[config.mk]
export PLATFORM = sky130hd
export DESIGN_NAME = crps_ctrl
export DESIGN_NICKNAME = d
export VERILOG_FILES = /design/src/design/crps_pkg.sv /design/src/design/crps_ctrl.sv
export SDC_FILE = /design/constraint.sdc
export NUM_CORES = 1
export LEC_CHECK = 0
export BUFFER_PORTS_ARGS = -buffer_cell sky130_fd_sc_hd__buf_2
export CAP_MARGIN = 10
export CORE_MARGIN = 2
export CORE_UTILIZATION = 25
export DETAILED_ROUTE_END_ITERATION = 8
export PLACE_DENSITY = 0.51
export REMOVE_ABC_BUFFERS = 1
export SLEW_MARGIN = 15
export SYNTH_ARGS = -nofsm -noshare
export SYNTH_HDL_FRONTEND = slang
export SYNTH_SLANG_ARGS = --single-unit
export TNS_END_PERCENT = 5
[constraint.sdc]
create_clock -name clock -period 6.3 [get_ports clock]
set_input_delay 1.89 -clock clock [delete_from_list [all_inputs] [get_ports clock]]
set_output_delay 1.89 -clock clock [all_outputs]
set_load 0.05 [all_outputs]
[src/design/crps_pkg.sv]
// Shared types and constants for the Catmull-Rom path sampler.
package crps_pkg;

   // Basis weight format: signed Q1.16
   localparam int WEIGHT_WIDTH = 18;
   localparam int FRAC_SHIFT   = 16;
   // Width of the samples-per-segment register
   localparam int CFG_WIDTH    = 5;
   // Register value after reset
   localparam int CFG_RESET    = 16;

   // Control point selection for the sample being computed
   typedef enum logic [2:0] {
      PH_SEG_FIRST,   // a, a, b, c
      PH_SEG_MID,     // a, b, c, x
      PH_SEG_LAST,    // b, c, x, x
      PH_RAW_WIN,     // stored point passed through
      PH_RAW_CUR      // current point passed through
   } phase_type;

   // Commands from the controller to the datapath
   typedef struct packed {
      logic       load;       // capture the accepted request point
      logic       push_req;   // shift the request point into the window
      logic       push_cur;   // shift the captured point into the window
      logic       mul_en;     // register the weighted products
      logic       sum_en;     // register the rounded, saturated sample
      phase_type  phase;
      logic [1:0] k;          // window slot for a pass-through point
      logic       run_last;
      logic       path_end;
   } cmd_type;

endpackage

[src/design/crps_ctrl.sv]
// Controller: request handshake, segment and sample sequencing, config register.
module crps_ctrl
   import crps_pkg::*;
#(
   parameter int  MAX_SAMPLES = 16,
   localparam int NW = $clog2(MAX_SAMPLES + 1),
   localparam int SW = $clog2(MAX_SAMPLES)
) (
   input  logic                 clock,
   input  logic                 reset,
   input  logic                 req_valid,
   output logic                 req_ready,
   input  logic                 req_path_last,
   output logic                 rsp_valid,
   input  logic                 rsp_ready,
   input  logic                 csr_valid,
   output logic                 csr_ready,
   input  logic [CFG_WIDTH-1:0] csr_samples_per_segment,
   output cmd_type              cmd,
   output logic [NW-1:0]        n_eff,
   output logic [SW-1:0]        s_idx
);

   typedef enum logic [3:0] {
      ST_IDLE = 4'b0001,
      ST_MUL  = 4'b0010,
      ST_SUM  = 4'b0100,
      ST_OUT  = 4'b1000
   } state_type;

   state_type            state_ff, state_in;
   phase_type            phase_ff, phase_in;
   logic [SW-1:0]        s_ff, s_in;
   logic [1:0]           k_ff, k_in;
   logic                 last_ff, last_in;
   logic [2:0]           seen_ff, seen_in;
   logic [CFG_WIDTH-1:0] cfg_ff;
   logic                 s_last;
   logic                 final_job;

   // Clamp the configured sample count into 2..MAX_SAMPLES
   always_comb begin
      if (cfg_ff < CFG_WIDTH'(2)) begin
         n_eff = NW'(2);
      end else if (cfg_ff > CFG_WIDTH'(MAX_SAMPLES)) begin
         n_eff = NW'(MAX_SAMPLES);
      end else begin
         n_eff = NW'(cfg_ff);
      end
   end

   assign s_last = (s_ff == SW'(n_eff - NW'(1)));

   // Last sample caused by the current request
   always_comb begin
      unique case (phase_ff)
         PH_SEG_MID: final_job = s_last & ~last_ff;
         PH_RAW_CUR: final_job = 1'b1;
         default:    final_job = 1'b0;
      endcase
   end

   // Config register, to be written only while idle; the block does not enforce this
   assign csr_ready = 1'b1;
   always_ff @(posedge clock) begin
      if (reset) begin
         cfg_ff <= CFG_WIDTH'(CFG_RESET);
      end else if (csr_valid) begin
         cfg_ff <= csr_samples_per_segment;
      end
   end

   // Sequencer
   always_comb begin
      state_in = state_ff;
      phase_in = phase_ff;
      s_in     = s_ff;
      k_in     = k_ff;
      last_in  = last_ff;
      seen_in  = seen_ff;
      cmd          = '0;
      cmd.phase    = phase_ff;
      cmd.k        = k_ff;
      cmd.run_last = final_job;
      cmd.path_end = (phase_ff == PH_RAW_CUR);
      cmd.mul_en   = (state_ff == ST_MUL);
      cmd.sum_en   = (state_ff == ST_SUM);
      unique case (state_ff)
         ST_IDLE: begin
            if (req_valid) begin
               cmd.load = 1'b1;
               last_in  = req_path_last;
               s_in     = '0;
               if (seen_ff < 3'd3) begin
                  if (req_path_last) begin
                     // short path: pass stored points and this one through
                     seen_in  = 3'd0;
                     state_in = ST_MUL;
                     if (seen_ff == 3'd0) begin
                        phase_in = PH_RAW_CUR;
                     end else begin
                        phase_in = PH_RAW_WIN;
                        k_in     = 2'(3'd3 - seen_ff);
                     end
                  end else begin
                     cmd.push_req = 1'b1;
                     seen_in      = seen_ff + 3'd1;
                  end
               end else begin
                  phase_in = (seen_ff == 3'd3) ? PH_SEG_FIRST : PH_SEG_MID;
                  state_in = ST_MUL;
               end
            end
         end
         ST_MUL: begin
            state_in = ST_SUM;
         end
         ST_SUM: begin
            state_in = ST_OUT;
         end
         ST_OUT: begin
            if (rsp_ready) begin
               if (final_job) begin
                  state_in = ST_IDLE;
                  if (last_ff) begin
                     seen_in = 3'd0;
                  end else begin
                     cmd.push_cur = 1'b1;
                     seen_in      = 3'd4;
                  end
               end else begin
                  state_in = ST_MUL;
                  unique case (phase_ff)
                     PH_SEG_FIRST: begin
                        if (s_last) begin
                           phase_in = PH_SEG_MID;
                           s_in     = '0;
                        end else begin
                           s_in = s_ff + SW'(1);
                        end
                     end
                     PH_SEG_MID: begin
                        if (s_last) begin
                           phase_in = PH_SEG_LAST;
                           s_in     = '0;
                        end else begin
                           s_in = s_ff + SW'(1);
                        end
                     end
                     PH_SEG_LAST: begin
                        if (s_last) begin
                           phase_in = PH_RAW_CUR;
                           s_in     = '0;
                        end else begin
                           s_in = s_ff + SW'(1);
                        end
                     end
                     PH_RAW_WIN: begin
                        if (k_ff == 2'd2) begin
                           phase_in = PH_RAW_CUR;
                        end else begin
                           k_in = k_ff + 2'd1;
                        end
                     end
                     default: begin
                        phase_in = phase_ff;
                     end
                  endcase
               end
            end
         end
         default: begin
            state_in = ST_IDLE;
         end
      endcase
   end

   always_ff @(posedge clock) begin
      if (reset) begin
         state_ff <= ST_IDLE;
         phase_ff <= PH_RAW_CUR;
         s_ff     <= '0;
         k_ff     <= '0;
         last_ff  <= 1'b0;
         seen_ff  <= 3'd0;
      end else begin
         state_ff <= state_in;
         phase_ff <= phase_in;
         s_ff     <= s_in;
         k_ff     <= k_in;
         last_ff  <= last_in;
         seen_ff  <= seen_in;
      end
   end

   assign req_ready = (state_ff == ST_IDLE);
   assign rsp_valid = (state_ff == ST_OUT);
   assign s_idx     = s_ff;

endmodule

# Word-level counts from Yosys, hierarchy flattened
# Index checks and enable logic that the tools add are counted.
dict set report word_totals {
  regBits 22
  memories 0
  latchBits 0
  word_cells 106
  ramBits 0
  rom_bits 0
  out_inout_bits 24
  inputBits 11
}
dict set report classes {
  muxes 52
  n_addsub 5
  n_lt_le_gt_ge 3
  shifts 0
  n_mul 0
  n_reduce_logical 10
  bitwise_logic 2
  n_eq_ne 27
  div 0
}
# operator count
set op_table {}
lappend op_table {{$mux W3} 16}
lappend op_table {{$mux W4} 9}
lappend op_table {{$mux W2} 11}
lappend op_table {{$pmux W4 S4} 1}
lappend op_table {{$ne A3 B3 Y1 const B} 5}
lappend op_table {{$pmux W3 S2} 2}
lappend op_table {{$pmux W3 S4} 1}
lappend op_table {{$mux W5} 2}
lappend op_table {{$ne A2 B1 Y1 const B} 5}
lappend op_table {{$ne A2 B2 Y1 const B} 5}
lappend op_table {{$reduce_and A10 Y1} 1}
lappend op_table {{$reduce_and A5 Y1} 2}
lappend op_table {{$eq A3 B2 Y1 const B} 3}
lappend op_table {{$reduce_and A9 Y1} 1}
lappend op_table {{$pmux W4 S2} 1}
lappend op_table {{$mux W1} 7}
lappend op_table {{$logic_not A3 Y1} 2}
lappend op_table {{$gt A5 B5 Y1 const B} 1}
lappend op_table {{$lt A5 B2 Y1 const B} 1}
lappend op_table {{$ne A5 B1 Y1 const B} 1}
lappend op_table {{$add A4 B1 Y4 const B} 1}
lappend op_table {{$eq A4 B1 Y1 const B} 1}
lappend op_table {{$eq A4 B2 Y1 const B} 1}
lappend op_table {{$eq A4 B3 Y1 const B} 1}
lappend op_table {{other kinds (18)} 18}

# Depth between registers and ports, before layout
# Gate-level depths: netlist (run 1).
dict set report logic_depth {
  depth_word 10
  ltp_mapped 10
  depth_no_buf 10
}

# Least setup slack after synthesis (run 1)
# OpenSTA, ideal clock, no wires.
dict set report synth_timing {
  path_kind {input -> output}
  from {input port req_valid}
  to {output port cmd[10] (netlist bit)}
  t_required_ps 4410
  n_path_buf 1
  stages 3
  arrival_ps 3161
  path_slack_ps 1249
  path_cell_list {and2_0 > buf_1 > and3_1}
}
# item line_no
set synth_rtl {}
lappend synth_rtl {{start, declared} crps_ctrl.sv:11} ;# input logic req_valid,
lappend synth_rtl {{end, declared} crps_ctrl.sv:19} ;# output cmd_type cmd,

==> key figures, run 1 <==
Power and ir drop
  • Switching power summed over all nets: 139 uW
  • Power share of the sequential group: 43.3%
  • Switch share: 37.6%
  • Cell internal pwr: 231 uW
  • PD cells: 213 nW/um2
  • Part of the total power dissipated in combinational logic: 32.6%
  • Cell leakage power: 0.000754 uW
  • Total power: 370 uW
  • Clk network pwr share: 24.1%
  • Peak ir drop on the vdd network: 0.0000678 V

Timing
  • Final critical-path required period: 4.73 ns
  • Count of endpoints failing hold in the final timing report: 0
  • Layout Skew: 0.00174 ns
  • Final WS setup: 1.57 ns
  • Period utilisation layout: 75.1%
  • Summed negative setup slack over all endpoints: 0 ns
  • Final Max Tran Viols: 0
  • Max frequency: 0.211 GHz
  • Slew at the pin closest to its max-slew limit: 0.545 ns
  • Final number of setup-violating endpoints: 0
  • RSZ-0062 raised after global routing: no
  • Rel. slew slack: 63.5%

Routing
  • DRC errors left: 0
  • Vias/cell: 4.85
  • Post-detailed-route count of antenna-violating nets: 0
  • Total number of vias: 1367
  • Violation count after the first detailed-route iteration: 62
  • Drt total wl: 3540 um
  • Average wire length per cell after detail routing: 12.6 um
  • Count of TritonRoute iterations in the first routing pass: 4

Worst setup path
  • Crit Path Max Fanout: 9
  • Data required time of the critical path: 4.41 ns
  • Critical Path AT: 2.84 ns
  • Start-to-end type of the worst setup path: register to output port
  • Cell with the largest stage delay on the worst path: sky130_fd_sc_hd__dfxtp_1
  • Worst path max stage delay: 0.38 ns
  • Startpoint of the worst register-to-register path: cfg_ff[4]
  • Critical-path cell list: nand2b_1 -> or2_4 -> ha_1 -> xor2_1 -> o31ai_1 -> a211oi_4 -> nand3_1 -> a211oi_1 -> buf_2
  • Register-to-register setup slack: 3.70 ns
  • Launching element type of the critical path: register
  • Worst-case reg-to-reg path depth: 9
  • Worst reg2reg path endpoint: phase_ff[0]
  • Kind of end point of the critical path: output port

CTS
  • H-Tree Depth: 1
  • Clock tree from TritonCTS: built
  • Reg clk slew, reported paths: 0.08 ns
  • Post CTS Setup Buffer Count: 0
  • Buffer levels on the longest clock path: 2
  • Clock latency on the worst-skew pair: 0.26 ns
  • Num CTS Buffers: 3
  • CTS Sinks: 22
  • CTS Hold Bufs: 0
  • Resize count post-CTS: 0
  • Master cell of the clock root buffer: sky130_fd_sc_hd__clkbuf_8

Logic synthesis
  • Most used DFF post-synth: sky130_fd_sc_hd__dfxtp_1
  • Arithmetic-cell share of the synthesized area counting full adders, half adders and majority gates: 5.03%
  • Synthesized-area fraction occupied by xor and xnor cells: 4.19%
  • Sequential element share of the synthesized area: 29.5%
  • Cell variety after synth: 53
  • Area fraction in compound gates after synthesis: 23.5%
  • Post-Synth Simple-Gate Area: 24.2%
  • Number of warnings issued by yosys: 0
  • Post-synth ARST share: 0%
  • EDFF count, synth: 0
  • #FFs+latches synth: 22
  • Main combinational cell family by area after synthesis: simple AND/OR/NAND/NOR gates
  • Instance count of the mapped netlist: 182
  • Syn Std Cell Area: 1490 um2
  • Mean cell area of the mapped netlist: 8.19 um2
  • Mux contribution to synthesized area: 6.38%

Global route
  • Global-route congestion overflow total: 0
  • Overall routing resource usage: 11.3%
  • Initial antenna violation count: 0
  • Via count of the first global-routing pass: 1245
  • Maximum number of pins on one net before global-route repair: 22
  • Global-route wire length before repair: 5890 um

Place
  • Port bufs: 33
  • DP HPWL: 2700 um
  • Cell total after placement: 279
  • Pre-CTS worst setup slack: 1.62 ns
  • Global placer's final weighted congestion: 0.747

Die
  • Ports placed on the boundary: 35
  • Die X-Extent: 81.2 um
  • Initial cell density of the core: 25.5%
  • Die height: 81.2 um
  • Total Die Area: 6600 um2
  • Num rows: 28
  • Area of the core: 5850 um2

Cells and area
  • Post-layout instance count excluding filler cells: 282
  • Most common cell after layout, fill and taps aside: sky130_fd_sc_hd__buf_2
  • Area growth, synth to finish: 16.5%
  • Final core occ: 29.7%
  • Antenna diode count: 0
  • Post-layout nets: 226
  • Highest-count cells in the layout ignoring fill and taps: sky130_fd_sc_hd__buf_2 (33), sky130_fd_sc_hd__dfxtp_1 (22), sky130_fd_sc_hd__nor2_1 (16), sky130_fd_sc_hd__nand2_1 (16), sky130_fd_sc_hd__inv_1 (13)
  • Proportion of layout cells with a drive suffix above 1: 23.7%

Worst hold path
  • Worst Hold Launch: k_ff[1]
  • Hold Path Cell Cnt: 2
  • Type of the worst min-delay path: register to register
  • Endpoint of the worst hold path: k_ff[1]

Run status
  • Outcome: finished, final reports clean

Job
  • Maximum capacitance violations: 0
-- critical path: cells and delay by family (launching register included) --
family	cells	cell delay, ns
compound gates	3	0.82
xor+xnor	1	0.13
simple gates	3	0.63
buf+inv	1	0.32
flops	1	0.38
fa+ha+maj	1	0.30
-- power by group through the flow --
stage / Combinational (uW) / Sequential [uW] / Clock (uW)
floorplan: 81.3 / 173 / 0
global placement: 122 / 164 / 0
detailed placement: 121 / 164 / 0
CTS: 122 / 160 / 93.5
global route: 133 / 162 / 96.3
finish: 121 / 160 / 89.0
-- per-stage QoR --
stage,hold slack [ns],area [um2]
after detailed placement,0.490,1700
after floorplan,0.477,1440
after global placement,0.496,1700
after CTS,0.504,1740
after global routing,0.528,1740
final,0.496,1740
-- how the worst max path moves through the flow --
stage	startpoint	end	slack (ns)	cells after the start
2_1_floorplan	cfg_ff[4]	cmd[9]	1.14	8
3_3_place_gp	req_valid	cmd[10]	1.64	4
3_5_place_dp	req_valid	cmd[10]	1.62	4
4_1_cts	cfg_ff[4]	cmd[9]	1.56	9
5_1_grt	cfg_ff[4]	cmd[9]	1.39	9
6_report	cfg_ff[4]	cmd[9]	1.57	9
-- logic make-up (layout without fill, tap and decap cells) --
kind of cell / after synthesis / count (layout)
adder cells (fa/ha/maj): 6 / 6
AO/OA/AOI/OAI: 49 / 49
other: 1 / 1
multiplexers: 9 / 9
XOR/XNOR: 5 / 5
AND/OR/NAND/NOR: 66 / 66
buffers and inverters: 24 / 49
flip-flops: 22 / 22
-- state kept, by name, summed over array words and instances, names as in the netlist --
name	count
last_ff	1
k_ff	2
cfg_ff	5
s_idx	4
seen_ff	3
phase_ff	3
state_ff	4
-- metal layers --
metal	wire, um	track usage, %
met1	1730	15.0
met2	1600	18.5
met3	179	2.33
met4	25	3.05
met5	0	0
-- synth_stat cells (2+ instances only) --
cell	instances	area share (%)
sky130_fd_sc_hd__a211oi_1	6	3.0
sky130_fd_sc_hd__a21boi_0	2	1.0
sky130_fd_sc_hd__a21oi_1	12	4.0
sky130_fd_sc_hd__a31o_2	2	1.2
sky130_fd_sc_hd__a31oi_1	3	1.3
sky130_fd_sc_hd__and2_1	2	0.84
sky130_fd_sc_hd__and3_1	2	0.84
sky130_fd_sc_hd__buf_1	2	0.50
sky130_fd_sc_hd__buf_4	3	1.5
sky130_fd_sc_hd__clkbuf_1	5	1.3
sky130_fd_sc_hd__dfxtp_1	22	30
sky130_fd_sc_hd__ha_1	6	5.0
sky130_fd_sc_hd__inv_1	13	3.3
sky130_fd_sc_hd__mux2i_1	8	5.4
sky130_fd_sc_hd__nand2_1	16	4.0
sky130_fd_sc_hd__nand3_1	7	2.3
sky130_fd_sc_hd__nand3b_1	3	1.5
sky130_fd_sc_hd__nor2_1	16	4.0
sky130_fd_sc_hd__nor2b_1	3	1.3
sky130_fd_sc_hd__nor3_1	2	0.67
sky130_fd_sc_hd__nor3b_1	3	1.5
sky130_fd_sc_hd__nor4b_1	2	1.2
sky130_fd_sc_hd__o21ai_0	9	3.0
sky130_fd_sc_hd__o221a_2	2	1.5
sky130_fd_sc_hd__xnor2_1	2	1.2
sky130_fd_sc_hd__xor2_1	2	1.2
-- layout make-up --
class | instances | area, um2
clock buffers | 3 | 41.3
fillers | 644 | 4110
inverters | 13 | 48.8
multi-input cells | 136 | 948
flip-flops and latches | 22 | 440
well taps | 75 | 93.8
repair buffers | 33 | 165
(Power assumes the default switching activity.)
==> run 2: changes to the inputs <==
--- a/config.mk
+++ b/config.mk
@@ -5,6 +5,7 @@
 export SDC_FILE = /design/constraint.sdc
 export NUM_CORES = 1
 export LEC_CHECK = 0
+export ABC_AREA = 1
 export BUFFER_PORTS_ARGS = -buffer_cell sky130_fd_sc_hd__buf_2
 export CAP_MARGIN = 10
 export CORE_MARGIN = 2
==> constraint.sdc (replaced) <==
create_clock -name clock -period 4.4 [get_ports clock]
set_input_delay 1.32 -clock clock [delete_from_list [all_inputs] [get_ports clock]]
set_output_delay 1.32 -clock clock [all_outputs]
set_load 0.05 [all_outputs]
==> run 2 against run 1 <==
Non-clock buffer count unchanged. Worst setup slack worse by 0.98 ns. Global-route usage barely moved. Largest power group is now combinational cells. Sequential cell count unchanged.
==> key figures, run 2 <==
Cells and area
  • Max FFs per register: 5 (unchanged)
  • Post-layout nets: 289 (was 226)
  • Number of inserted filler cells in the final layout: 724 (was 644)
  • Biggest register: cfg_ff (unchanged)
  • Antenna diode count: 0 (unchanged)
  • Most common cell after layout, fill and taps aside: sky130_fd_sc_hd__nor2_1 (was sky130_fd_sc_hd__buf_2)
  • Highest-count cells in the layout ignoring fill and taps: sky130_fd_sc_hd__nor2_1 (43), sky130_fd_sc_hd__nand2_1 (40), sky130_fd_sc_hd__inv_1 (35) (was sky130_fd_sc_hd__buf_2 (33), sky130_fd_sc_hd__dfxtp_1 (22), sky130_fd_sc_hd__nor2_1 (16), sky130_fd_sc_hd__nand2_1 (16), sky130_fd_sc_hd__inv_1 (13))
  • Area growth, synth to finish: 18.3% (was 16.5%)
  • Post-layout instance count excluding filler cells: 348 (was 282)
  • Proportion of layout cells with a drive suffix above 1: 24.0% (was 23.7%)

Timing
  • Final Hold Slack: 0.493 ns (was 0.496 ns)
  • Layout Skew: 0.00422 ns (was 0.00174 ns)
  • Final Max Tran Viols: 0 (unchanged)
  • Max frequency: 0.263 GHz
  • Count of endpoints failing hold in the final timing report: 0 (unchanged)
  • Period utilisation layout: 86.6%
  • Final number of setup-violating endpoints: 0 (unchanged)
  • RSZ-0062 raised after global routing: no (unchanged)
  • Final critical-path required period: 3.81 ns

Logic synthesis
  • Mean cell area of the mapped netlist: 6.57 um2 (was 8.19 um2)
  • Most used DFF post-synth: sky130_fd_sc_hd__dfxtp_1 (unchanged)
  • Most frequently used cell type in the post-synthesis netlist: sky130_fd_sc_hd__nor2_1 (was sky130_fd_sc_hd__dfxtp_1)
  • Sequential element share of the synthesized area: 27.8% (was 29.5%)
  • Commonest cells post-synth: sky130_fd_sc_hd__nor2_1 (43), sky130_fd_sc_hd__nand2_1 (40), sky130_fd_sc_hd__inv_1 (35) (was sky130_fd_sc_hd__dfxtp_1 (22), sky130_fd_sc_hd__nand2_1 (16), sky130_fd_sc_hd__nor2_1 (16))
  • Share of Yosys cell area claimed by the top area cell type: 27.8% (was 29.5%)
  • Dominant cell type by area after synthesis: sky130_fd_sc_hd__dfxtp_1 (unchanged)
  • Syn Std Cell Area: 1580 um2 (was 1490 um2)
  • EDFF count, synth: 0 (unchanged)
  • Top cells by area, synth: sky130_fd_sc_hd__dfxtp_1 (28%), sky130_fd_sc_hd__nor2_1 (10%), sky130_fd_sc_hd__nand2_1 (9.5%) (was sky130_fd_sc_hd__dfxtp_1 (30%), sky130_fd_sc_hd__mux2i_1 (5.4%), sky130_fd_sc_hd__ha_1 (5.0%))
  • Post-synth ARST share: 0% (unchanged)
  • #FFs+latches synth: 22 (unchanged)
  • Cell variety after synth: 34 (was 53)
  • Number of warnings issued by yosys: 0 (unchanged)
  • Instance count of the mapped netlist: 241 (was 182)

Place
  • Port bufs: 33 (unchanged)
  • Global placer's final weighted congestion: 0.795 (was 0.747)
  • Cell total after placement: 344 (was 279)
  • DP HPWL: 2990 um (was 2700 um)

Job
  • Maximum capacitance violations: 0 (unchanged)

Worst setup path
  • Critical Path Source: cfg_ff[1] (was cfg_ff[4])
  • Register-to-register setup slack: 2.27 ns (was 3.70 ns)
  • Critical-path cell list: nor2_1 -> nand2_1 -> nand2_1 -> inv_1 -> ha_1 -> xor2_1 -> nand3_1 -> nor2_2 -> nand3_2 -> nand2_4 -> inv_2 -> nor4_1 -> buf_2 (was nand2b_1 -> or2_4 -> ha_1 -> xor2_1 -> o31ai_1 -> a211oi_4 -> nand3_1 -> a211oi_1 -> buf_2)
  • Worst path max stage delay: 0.33 ns (was 0.38 ns)
  • Critical Path AT: 2.49 ns (was 2.84 ns)
  • Worst reg2reg path endpoint: seen_ff[2] (was phase_ff[0])
  • Cell with the largest stage delay on the worst path: sky130_fd_sc_hd__dfxtp_1 (unchanged)
  • Crit Path Max Fanout: 4 (was 9)
  • Data required time of the critical path: 3.08 ns (was 4.41 ns)
  • Critical path capture point: cmd[9] (unchanged)
  • Worst-case reg-to-reg path depth: 15 (was 9)
  • CP delay by family, top: simple AND/OR/NAND/NOR gates (was compound AO/OA/AOI/OAI gates)
  • Count of buffering cells on the critical path with inverters included: 3 (was 1)
  • Number of cells on the critical path: 13 (was 9)
  • Start-to-end type of the worst setup path: register to output port (unchanged)
  • Startpoint of the worst register-to-register path: cfg_ff[1] (was cfg_ff[4])
  • Kind of end point of the critical path: output port (unchanged)
  • Most frequent CP cell: sky130_fd_sc_hd__nand2_1
  • Launching element type of the critical path: register (unchanged)

Die
  • Ports placed on the boundary: 35 (unchanged)
  • Total Die Area: 6990 um2 (was 6600 um2)
  • Die X-Extent: 83.6 um (was 81.2 um)
  • Initial cell density of the core: 25.4% (was 25.5%)
  • Die height: 83.6 um (was 81.2 um)
  • Num rows: 29 (was 28)
  • Area of the core: 6240 um2 (was 5850 um2)

CTS
  • Num CTS Buffers: 3 (unchanged)
  • H-Tree Depth: 1 (unchanged)
  • Post CTS Setup Buffer Count: 0 (unchanged)
  • Resize count post-CTS: 0 (unchanged)
  • Master cell of the clock root buffer: sky130_fd_sc_hd__clkbuf_8 (unchanged)
  • Buffer levels on the longest clock path: 2 (unchanged)
  • CTS Hold Bufs: 0 (unchanged)
  • Clock tree from TritonCTS: built (unchanged)
  • Clock latency on the worst-skew pair: 0.27 ns (was 0.26 ns)
  • CTS Sinks: 22 (unchanged)
  • Reg clk slew, reported paths: 0.09 ns (was 0.08 ns)

Worst hold path
  • Worst Hold Launch: k_ff[1] (unchanged)
  • Type of the worst min-delay path: register to register (unchanged)

Global route
  • Initial antenna violation count: 0 (unchanged)
  • Global-route congestion overflow total: 0 (unchanged)
  • Overall routing resource usage: 11.2% (was 11.3%)
  • Maximum number of pins on one net before global-route repair: 17 (was 22)
  • Via count of the first global-routing pass: 1428 (was 1245)
  • Global-route wire length before repair: 6510 um (was 5890 um)

Power and ir drop
  • Cell leakage power: 0.000973 uW (was 0.000754 uW)
  • Total power: 1240 uW (was 370 uW)
  • Peak ir drop on the vdd network: 0.000388 V (was 0.0000678 V)
  • PD cells: 662 nW/um2 (was 213 nW/um2)

Routing
  • Detail Route met3 WL: 72 um (was 179 um)
  • Uppermost layer routed: met4 (unchanged)
  • Count of TritonRoute iterations in the first routing pass: 4 (unchanged)
  • Average wire length per cell after detail routing: 10.7 um (was 12.6 um)
  • DRC errors left: 0 (unchanged)
  • Drt total wl: 3720 um (was 3540 um)
  • Total number of vias: 1506 (was 1367)
  • Post-detailed-route count of antenna-violating nets: 0 (unchanged)
  • Vias/cell: 4.33 (was 4.85)
  • Violation count after the first detailed-route iteration: 42 (was 62)
  • Post-route met1 wirelength: 1860 um (was 1730 um)
  • Routed met2 length: 1730 um (was 1600 um)

Run status
  • Outcome: finished, final reports clean (unchanged)
[run 2: area by class of cell]
class	count	area, um2	share of cell area [%]
sequential	22	440	23.5
clock buffer	3	41.3	2.20
tap	77	96.3	5.14
multi-input combinational	171	947	50.5
clock inverter	1	30.0	1.60
inverter	41	154	8.21
timing repair buffer	33	165	8.81
[run 2: worst reg2reg max path: stages (launching register included)]
cell and delay (ns):
sky130_fd_sc_hd__dfxtp_1 0.33, sky130_fd_sc_hd__nor2_1 0.14, sky130_fd_sc_hd__nand2_1 0.13, sky130_fd_sc_hd__nand2_1 0.10, sky130_fd_sc_hd__inv_1 0.05, sky130_fd_sc_hd__ha_1 0.28
sky130_fd_sc_hd__xor2_1 0.14, sky130_fd_sc_hd__nand3_1 0.10, sky130_fd_sc_hd__nor2_2 0.15, sky130_fd_sc_hd__nand3_2 0.11, sky130_fd_sc_hd__nand2_4 0.09, sky130_fd_sc_hd__inv_2 0.04
sky130_fd_sc_hd__nand2_2 0.08, sky130_fd_sc_hd__nand2_2 0.08, sky130_fd_sc_hd__o21ai_0 0.16, sky130_fd_sc_hd__nor2_1 0.05
[run 2: cell families (layout without fill, tap and decap cells)]
kind of cell / after synthesis / in the layout / synth area share (%)
compound gates: 31 / 31 / 10.8
simple gates: 129 / 129 / 41.8
buf+inv: 48 / 78 / 12.4
other cells: 1 / 1 / 0.237
fa+ha+maj: 6 / 6 / 4.74
flops: 22 / 22 / 27.8
xor+xnor: 4 / 4 / 2.21
[run 2: metrics by stage]
stage               setup TNS [ns]  util (%)  setup slack, ns  instance area (um2)
finish                           0      30.0            0.591                 1870
floorplan                   -0.829         -           -0.829                 1540
detailed placement               0      28.9            0.903                 1800
global route                     0      30.0            0.307                 1870
global placement                 0      28.9            0.946                 1800
CTS                              0      30.0            0.574                 1870
[run 2: per-layer routing]
layer	global-route usage (%)	up-vias
met5	0	-
met2	18.5	20
met1	15.2	659
met3	1.48	5
met4	3.52	0
li1	-	822
[run 2: how the worst min path moves through the flow]
stage	to	slack, ns	depth (start not counted)
finish	k_ff[1]	0.49	2
global route	k_ff[1]	0.53	2
CTS	k_ff[1]	0.49	2
detailed placement	k_ff[1]	0.46	2
global placement	k_ff[1]	0.47	2
floorplan	last_ff	0.47	2
[run 2: report_power, final]
part	switching (uW)	internal (uW)
registers	53.3	250
logic	520	223
clock network	72.7	122
total	646	594
